===== src/hw/rtl/mts_pkg.sv =====
`timescale 1ns / 1ps

package mts_pkg;

  localparam int unsigned StackDepth = 64;
  localparam int unsigned DataWidth  = 32;
  localparam int unsigned AddrWidth  = $clog2(StackDepth);
  localparam int unsigned CountWidth = $clog2(StackDepth + 1);
  localparam int unsigned FillWidth  = 7;
  localparam int unsigned StatWidth  = 2;

  localparam logic OpPush = 1'b0;
  localparam logic OpPop  = 1'b1;

  localparam logic [StatWidth-1:0] StatusOk        = 2'd0;
  localparam logic [StatWidth-1:0] StatusUnderflow = 2'd1;
  localparam logic [StatWidth-1:0] StatusOverflow  = 2'd2;

  typedef struct packed {
    logic                        opcode;
    logic signed [DataWidth-1:0] push_value;
  } mts_in_t;

  typedef struct packed {
    logic signed [DataWidth-1:0] popped_value;
    logic signed [DataWidth-1:0] max_value;
    logic                        max_valid;
    logic [FillWidth-1:0]        fill_count;
    logic [StatWidth-1:0]        status;
  } mts_out_t;

  // controller -> datapath
  typedef struct packed {
    logic exec;    // input transfer this cycle
    logic reload;  // refill top registers after a pop
  } mts_cmd_t;

  // datapath -> controller
  typedef struct packed {
    logic pop_ok;  // offered item is a pop on a non-empty stack
  } mts_sts_t;

endpackage


===== src/hw/rtl/max_tracking_stack.sv =====
`timescale 1ns / 1ps
// Bounded LIFO stack of signed words that also reports its largest entry.
// Input channel (in_valid_i/in_ready_o, in_data_i): opcode 0 pushes push_value,
// opcode 1 pops the top. Output channel (out_valid_o/out_ready_i, out_data_o):
// exactly one result per input transfer, in order, carrying the popped word,
// the current maximum with its valid flag, the fill count and a status code
// (ok, underflow on an empty pop, overflow on a full push; errors change nothing).
// A push or an erroring operation shows its result in the cycle after the
// transfer; a successful pop passes through the Reload state while the new top
// of both stacks comes back from a registered memory read before the result is
// built. Pushes go at one per cycle while results drain; Reload blocks input.
// A single output register holds the result; the next item is taken in the
// same cycle that the receiver takes the pending result, and the block stalls
// its input while a result waits and out_ready_i stays low.
// Reset empties both stacks at once (depth counters only, no clearing pass);
// memory contents are undefined until written; reads of them are never used.
module max_tracking_stack (
  input  logic              clk_i,
  input  logic              rst_ni,
  input  logic              in_valid_i,
  output logic              in_ready_o,
  input  mts_pkg::mts_in_t  in_data_i,
  output logic              out_valid_o,
  input  logic              out_ready_i,
  output mts_pkg::mts_out_t out_data_o
);
  import mts_pkg::*;

  mts_cmd_t cmd;
  mts_sts_t sts;

  mts_ctrl u_ctrl (
    .clk_i       (clk_i),
    .rst_ni      (rst_ni),
    .in_valid_i  (in_valid_i),
    .in_ready_o  (in_ready_o),
    .out_valid_o (out_valid_o),
    .out_ready_i (out_ready_i),
    .sts_i       (sts),
    .cmd_o       (cmd)
  );

  mts_dpath u_dpath (
    .clk_i      (clk_i),
    .rst_ni     (rst_ni),
    .in_data_i  (in_data_i),
    .cmd_i      (cmd),
    .sts_o      (sts),
    .out_data_o (out_data_o)
  );

endmodule


===== src/hw/rtl/mts_ctrl.sv =====
`timescale 1ns / 1ps

module mts_ctrl (
  input  logic              clk_i,
  input  logic              rst_ni,
  input  logic              in_valid_i,
  output logic              in_ready_o,
  output logic              out_valid_o,
  input  logic              out_ready_i,
  input  mts_pkg::mts_sts_t sts_i,
  output mts_pkg::mts_cmd_t cmd_o
);
  import mts_pkg::*;

  typedef enum logic {
    Idle,
    Reload
  } state_e;

  state_e state_q;
  logic   out_valid_q;
  logic   exec;

  assign in_ready_o  = (state_q == Idle) && (!out_valid_q || out_ready_i);
  assign exec        = in_valid_i && in_ready_o;
  assign out_valid_o = out_valid_q;

  assign cmd_o.exec   = exec;
  assign cmd_o.reload = (state_q == Reload);

  always_ff @(posedge clk_i or negedge rst_ni) begin
    if (!rst_ni) begin
      state_q     <= Idle;
      out_valid_q <= 1'b0;
    end else begin
      case (state_q)
        Idle: begin
          if (exec && sts_i.pop_ok) begin
            state_q <= Reload;
          end
        end
        Reload: begin
          state_q <= Idle;
        end
        default: begin
          state_q <= Idle;
        end
      endcase
      if ((exec && !sts_i.pop_ok) || (state_q == Reload)) begin
        out_valid_q <= 1'b1;
      end else if (out_ready_i) begin
        out_valid_q <= 1'b0;
      end
    end
  end

`ifndef SYNTH
  a_reload_after_pop: assert property (@(posedge clk_i) disable iff (!rst_ni)
    (state_q == Reload) |-> $past(exec && sts_i.pop_ok))
    else $error("reload without a preceding pop");

  a_reload_slot_free: assert property (@(posedge clk_i) disable iff (!rst_ni)
    (state_q == Reload) |-> !out_valid_q)
    else $error("result slot busy during reload");

  a_reload_gives_result: assert property (@(posedge clk_i) disable iff (!rst_ni)
    (state_q == Reload) |=> out_valid_q)
    else $error("pop produced no result");
`endif

endmodule


===== src/hw/rtl/mts_dpath.sv =====
`timescale 1ns / 1ps

module mts_dpath (
  input  logic              clk_i,
  input  logic              rst_ni,
  input  mts_pkg::mts_in_t  in_data_i,
  input  mts_pkg::mts_cmd_t cmd_i,
  output mts_pkg::mts_sts_t sts_o,
  output mts_pkg::mts_out_t out_data_o
);
  import mts_pkg::*;

  logic [DataWidth-1:0] val_mem [StackDepth];
  logic [DataWidth-1:0] max_mem [StackDepth];

  logic [CountWidth-1:0]       vdepth_q, mdepth_q;
  logic signed [DataWidth-1:0] vtop_q, mtop_q;
  logic signed [DataWidth-1:0] rd_val_q, rd_max_q;
  logic                        pop_max_q;
  mts_out_t                    out_q;

  logic                        is_push, is_pop, full, empty, pop_ok, push_ok, push_max;
  logic signed [DataWidth-1:0] cur_max, new_max;
  logic [AddrWidth-1:0]        rd_val_addr, rd_max_addr;

  assign is_push  = (in_data_i.opcode == OpPush);
  assign is_pop   = (in_data_i.opcode == OpPop);
  assign full     = (vdepth_q == CountWidth'(StackDepth));
  assign empty    = (vdepth_q == '0);
  assign pop_ok   = is_pop && !empty;
  assign push_ok  = is_push && !full;
  assign push_max = (mdepth_q == '0) || ($signed(in_data_i.push_value) >= mtop_q);
  assign cur_max  = empty ? '0 : mtop_q;
  assign new_max  = push_max ? in_data_i.push_value : mtop_q;

  assign rd_val_addr = vdepth_q[AddrWidth-1:0] - AddrWidth'(2);
  assign rd_max_addr = mdepth_q[AddrWidth-1:0] - AddrWidth'(2);

  assign sts_o.pop_ok = pop_ok;
  assign out_data_o   = out_q;

  always_ff @(posedge clk_i) begin
    if (cmd_i.exec && push_ok) begin
      val_mem[vdepth_q[AddrWidth-1:0]] <= in_data_i.push_value;
      if (push_max) begin
        max_mem[mdepth_q[AddrWidth-1:0]] <= in_data_i.push_value;
      end
    end
    if (cmd_i.exec) begin
      rd_val_q <= val_mem[rd_val_addr];
      rd_max_q <= max_mem[rd_max_addr];
    end
  end

  always_ff @(posedge clk_i or negedge rst_ni) begin
    if (!rst_ni) begin
      vdepth_q <= '0;
      mdepth_q <= '0;
    end else if (cmd_i.exec) begin
      if (push_ok) begin
        vdepth_q <= vdepth_q + CountWidth'(1);
        if (push_max) begin
          mdepth_q <= mdepth_q + CountWidth'(1);
        end
      end else if (pop_ok) begin
        vdepth_q <= vdepth_q - CountWidth'(1);
        if (vtop_q == mtop_q) begin
          mdepth_q <= mdepth_q - CountWidth'(1);
        end
      end
    end
  end

  always_ff @(posedge clk_i) begin
    if (cmd_i.exec) begin
      if (push_ok) begin
        vtop_q <= in_data_i.push_value;
        if (push_max) begin
          mtop_q <= in_data_i.push_value;
        end
        out_q.popped_value <= '0;
        out_q.max_value    <= new_max;
        out_q.max_valid    <= 1'b1;
        out_q.fill_count   <= FillWidth'(vdepth_q + CountWidth'(1));
        out_q.status       <= StatusOk;
      end else if (pop_ok) begin
        pop_max_q          <= (vtop_q == mtop_q);
        out_q.popped_value <= vtop_q;
        out_q.fill_count   <= FillWidth'(vdepth_q - CountWidth'(1));
        out_q.status       <= StatusOk;
      end else begin
        out_q.popped_value <= '0;
        out_q.max_value    <= cur_max;
        out_q.max_valid    <= !empty;
        out_q.fill_count   <= FillWidth'(vdepth_q);
        out_q.status       <= is_push ? StatusOverflow : StatusUnderflow;
      end
    end else if (cmd_i.reload) begin
      vtop_q <= rd_val_q;
      if (pop_max_q) begin
        mtop_q <= rd_max_q;
      end
      out_q.max_valid <= !empty;
      if (empty) begin
        out_q.max_value <= '0;
      end else if (pop_max_q) begin
        out_q.max_value <= rd_max_q;
      end else begin
        out_q.max_value <= mtop_q;
      end
    end
  end

`ifndef SYNTH
  a_max_not_deeper: assert property (@(posedge clk_i) disable iff (!rst_ni)
    mdepth_q <= vdepth_q)
    else $error("maxima stack deeper than value stack");

  a_depth_bound: assert property (@(posedge clk_i) disable iff (!rst_ni)
    vdepth_q <= CountWidth'(StackDepth))
    else $error("value depth out of range");

  a_empty_together: assert property (@(posedge clk_i) disable iff (!rst_ni)
    (vdepth_q == '0) == (mdepth_q == '0))
    else $error("maxima stack empty state disagrees with value stack");
`endif

endmodule


===== config.mk =====
export PLATFORM = sky130hd
export DESIGN_NAME = max_tracking_stack
export DESIGN_NICKNAME = d
export VERILOG_FILES = /design/src/hw/rtl/mts_pkg.sv /design/src/hw/rtl/max_tracking_stack.sv /design/src/hw/rtl/mts_ctrl.sv /design/src/hw/rtl/mts_dpath.sv
export SDC_FILE = /design/constraint.sdc
export NUM_CORES = 2
export LEC_CHECK = 0
export BUFFER_PORTS_ARGS = -buffer_cell sky130_fd_sc_hd__clkbuf_2
export CAP_MARGIN = 15
export CORE_ASPECT_RATIO = 1.5
export CORE_MARGIN = 2
export CORE_UTILIZATION = 30
export DETAILED_ROUTE_END_ITERATION = 12
export SYNTH_ARGS = -nofsm -noshare
export SYNTH_HDL_FRONTEND = slang
export SYNTH_SLANG_ARGS = --single-unit

===== constraint.sdc =====
create_clock -name clk_i -period 7.05 [get_ports clk_i]
set_input_delay 0.3525 -clock clk_i [delete_from_list [all_inputs] [get_ports clk_i]]
set_output_delay 0.3525 -clock clk_i [all_outputs]
set_load 0.02 [all_outputs]

==> summary by stage <==
Route
The first-pass iteration count of the detailed router is 9. After detailed routing, the total wire length is 490000 µm. The detailed router finished its first iteration with 10600 violations. The average vias per placed instance is 5.22. In this run the remaining antenna-violating nets after routing total 0.

The final routed wire length divided by cell count is 32.7 µm. For this block, the via count after detailed routing is 78300. The DRC violation count after routing is 0.

Final layout
The fraction of layout instances using a drive strength above 1 is 31.9%. Registers take 130000 µm². The number of filler instances in the final layout is 50100.

The post-route cell area is 191000 µm². The multi-input logic area is 35900 µm². Relative to the synthesized area, the layout overhead comes to 15.2%.

For this run, the post-layout net count is 7430.

Min path
The hold path endpoint is u_dpath.max_mem[34][21]$_DFFE_PP_. The instance count along the most critical hold path is 2. The worst hold path belongs to the class input pin to flip-flop. The launch point of the worst hold path is in_data_i[21].

GRT
The number of global-route vias before repair is 78800. For this run, global-route usage on met1 was measured as 20.1%. The global-route congestion overflow total is 0. In the global route stage, met3 resource usage came out at 3.44%. Across every metal layer, demand over resource in global routing totals 17.1%.

The first-pass GRT wire length is 666000 µm. The number of antenna violations at the first check in global routing is 63. The pin count of the biggest net entering global routing is 147. After global routing, the most crowded layer is met2. Global routing consumed, on the met2 layer, 29.3% of the routing resources.

Synthesis
The instance count of the mapped netlist is 6889. The flip-flop cell with the highest count after synthesis is edfxtp_1. The proportion of synthesized flip-flops having asynchronous set or reset is 0.371%. The number of synthesized flops with an enable pin is 4299.

The share of the Yosys chip area taken by registers is 78.0%. The mapped netlist covers 166000 µm². The average cell area after synthesis is 24.1 µm². The post-synth net total is 6977.

The count of distinct cell types in the synthesized netlist is 65. The post-synthesis sequential element count is 4315. The Yosys step of the flow raised 0 warnings.

Place
The global placer's final weighted congestion is 0.927. The wire-length estimate of the detail-placed layout is 310000 µm. The worst slack after detailed placement is 1640 ps. The total placed instance area is 178000 µm². Port buffering added 112 buffers.

Critical path
The required time at the worst-slack endpoint is 7560 ps. STA classifies the critical path endpoint as a flip-flop. The register-to-register setup slack is 1640 ps. The startpoint identified for the worst register-to-register timing path is u_dpath.vdepth_q[0]$_DFFE_PN0P_. For the worst setup path, the data arrival time is 5920 ps.

The capture instance of the worst register-to-register path is u_dpath.max_mem[17][22]$_DFFE_PP_. The number of cell instances on the worst register-to-register path is 10. The worst setup path is launched from a flip-flop. Of all nets on the critical path, the largest fanout is 37.

The setup path with the least slack is of type flip-flop to flip-flop.

STA
The number of failing setup endpoints in the final timing report is 0. The worst path needs 5410 ps of the cycle, external delays included. Between clock sinks in the finished design, the worst skew comes to 97.7 ps.

For this run, the top clock speed supported by timing is 185 MHz. The final max-slew violation count is 0. The total count of hold-check failures in the final report is 0. In this run the tightest slew margin relative to its limit is 17.5%. For the final routed database, the setup TNS stands at 0 ps. For the pin with the worst max-slew slack, the measured transition is 1240 ps. Setup repair after global routing left no endpoint under its margin. The part of the cycle the worst path needs is 76.8%. Hold timing on the final database bottoms out at a slack of 34.7 ps. The worst path meets setup with 1640 ps of slack.

Flow run
Across the run, the number of max-cap violations was 0.

Power
The total power density per cell area is 404 nW/µm². In this run, the clock network consumes 28.2% of the power. The maximum vdd ir drop is 0.391 mV.

The sequential power share is 39.0%. In this run switching power makes up 33.1% of total power. The switching component of the power is 25.6 mW. The combinational power share is 32.9%.

Summed over all cells, the static leakage comes to 58.4 nW. Cell internal power was estimated by the tool at 51.7 mW.

CTS
The number of buffers added to fix hold violations after cts is 18. The clock-pin slew reported for the worst setup and hold paths after clock tree synthesis is 70 ps. The clock tree from TritonCTS is built. The clock net sink count is 4315. The post-cts repair resize count is 0. The tree is rooted in a clkbuf_16. Buffers added to address setup during post-CTS repair amount to 0. The later-pin clock latency in the skew report is 990 ps. The total CTS buffers is 403. CTS built an H-tree with a depth of 5.

No sink is reached through more buffers than the 4 on the longest clock path.

Outcome
The run finished with clean final reports.

Die
The number of primary I/O pins is 113. The die extent in y is 915 µm. In this run the core area contains 334 standard-cell rows. The core region is 551000 µm².

The die covers 559000 µm². The initial utilization of the core area, before any placement, comes to 30.1%. The die is 611 µm wide.
[state kept, by name, indices dropped and copies added (netlist names)]
name and count:
u_dpath.pop_max_q 1, u_ctrl.state_q 1, u_dpath.max_mem 2048, u_dpath.rd_val_q 32
u_dpath.vtop_q 32, u_dpath.mdepth_q 7, u_dpath.mtop_q 32, u_dpath.rd_max_q 32
u_dpath.val_mem 2048, u_ctrl.out_valid_o 1, u_dpath.vdepth_q 7, u_dpath.out_data_o 74
[cell usage in the layout (no fill, tap or decap), types with 6 or more instances in the layout]
cell and count:
edfxtp_1 4299, mux4_2 1316, clkbuf_16 406, buf_4 277, nand2_1 190, nor2_4 130
diode_2 108, clkinv_1 93, clkbuf_2 80, clkinv_2 75, clkbuf_1 62, a31oi_1 51
ha_1 48, nand3_1 46, bufinv_16 43, inv_1 42, and2_1 37, xor2_1 37
a21oi_1 35, a22oi_1 35, o22ai_1 35, buf_12 35, a211oi_1 32, nor2b_1 24
nor2_1 21, dlygate4sd3_1 17, clkinvlp_4 14, dfrtp_1 12, mux2i_1 11, nand4_1 10
nor4_1 10, o21ai_0 9, xnor2_1 9, and3_1 7, inv_6 7, clkinv_4 7
clkinv_8 6
[power groups by stage]
stage	combinational (mW)	clock [mW]	sequential [mW]
after detailed placement	25.5	0	30.6
after global routing	25.9	23.0	30.1
after floorplan	14.8	0	29.9
after CTS	25.6	22.1	30.0
after global placement	25.4	0	30.6
final	25.4	21.8	30.1
[final cells by class]
cell class	count	share of cell area, %
antenna	108	0.141
clock buffer	469	5.44
clock inverter	255	1.35
inverter	44	0.0903
multi-input combinational	2167	18.8
sequential	4315	67.7
tap	7224	4.73
timing repair buffer	411	1.77
[through the flow]
| stage | utilization, % | total power [mW] | std cells |
|---|---|---|---|
| floorplan | - | 44.7 | 6889 |
| global placement | 32.2 | 55.9 | 14100 |
| detailed placement | 32.2 | 56.1 | 14100 |
| CTS | 34.6 | 77.7 | 14900 |
| global route | 34.7 | 79.0 | 15000 |
| finish | 34.7 | 77.2 | 15000 |
[worst max path at each step]
stage | startpoint | to | slack, ps | depth (start not counted)
4_1_cts | u_dpath.vdepth_q[0]$_DFFE_PN0P_ | u_dpath.max_mem[17][22]$_DFFE_PP_ | 1680 | 10
2_1_floorplan | u_ctrl.out_valid_o$_DFFE_PN0P_ | u_dpath.out_data_o[0]$_SDFFCE_PN0P_ | 1800 | 5
3_5_place_dp | in_data_i[31] | u_dpath.max_mem[18][17]$_DFFE_PP_ | 1640 | 10
3_3_place_gp | in_data_i[31] | u_dpath.max_mem[21][13]$_DFFE_PP_ | 1680 | 10
6_report | u_dpath.vdepth_q[0]$_DFFE_PN0P_ | u_dpath.max_mem[17][22]$_DFFE_PP_ | 1640 | 10
5_1_grt | u_dpath.vdepth_q[0]$_DFFE_PN0P_ | u_dpath.max_mem[17][14]$_DFFE_PP_ | 1400 | 10
[routing by layer]
layer / vias up / part of all wire (%)
li1: 30700 / -
met1: 42900 / 35
met2: 3956 / 51
met3: 792 / 8.4
met4: 24 / 6.1
met5: - / 0.029
[logic make-up after synthesis]
| group | count (synthesis) | share of synthesized area [%] |
|---|---|---|
| multiplexers | 1327 | 17.9 |
| AND/OR/NAND/NOR | 510 | 1.41 |
| XOR/XNOR | 54 | 0.285 |
| buffers and inverters | 407 | 1.05 |
| AO/OA/AOI/OAI | 225 | 0.924 |
| flip-flops | 4315 | 78.0 |
| adder cells (fa/ha/maj) | 51 | 0.389 |
[critical path, cell delays in order, from the launching register on]
cell,delay [ps]
dfrtp_4,980
inv_1,170
ha_1,270
and3_1,220
a21oi_4,380
inv_2,220
nor2_4,300
o31ai_4,260
buf_4,290
or4b_1,880
nor2_4,940
[synthesized netlist by cell type (2+ instances only)]
master    number  area share, %
nand4b_1       3          0.016
o211ai_1       2         0.0090
or3b_2         2          0.011
nor2b_1       25          0.094
nand2_1      192           0.43
a22oi_1       35           0.16
buf_1         29          0.066
a221o_1        4          0.024
or4b_1         2          0.012
buf_4          6          0.027
inv_1         43          0.097
and3_1         7          0.026
o21ai_0        9          0.027
a21oi_1       35           0.11
dfrtp_1       16           0.24
ha_1          50           0.38
nand2b_1       6          0.023
and2_0         2         0.0075
a21o_1         4          0.018
edfxtp_1    4299             78
a31oi_1       51           0.19
o22ai_1       35           0.13
nand4_1       10          0.038
nand3b_1       4          0.018
xnor2_1       13          0.069
buf_2        149           0.45
mux2i_1       11          0.066
or3_1          2         0.0075
nand3_1       46           0.14
a211oi_1      32           0.14
nor2_1       142           0.32
nor3_1         4          0.012
clkbuf_1     178           0.40
mux4_2      1316             18
o21a_1         3          0.014
nor2_2         8          0.030
xor2_1        41           0.22
and2_1        37           0.14
nor4_1        10          0.038
(Power assumes the default switching activity.)
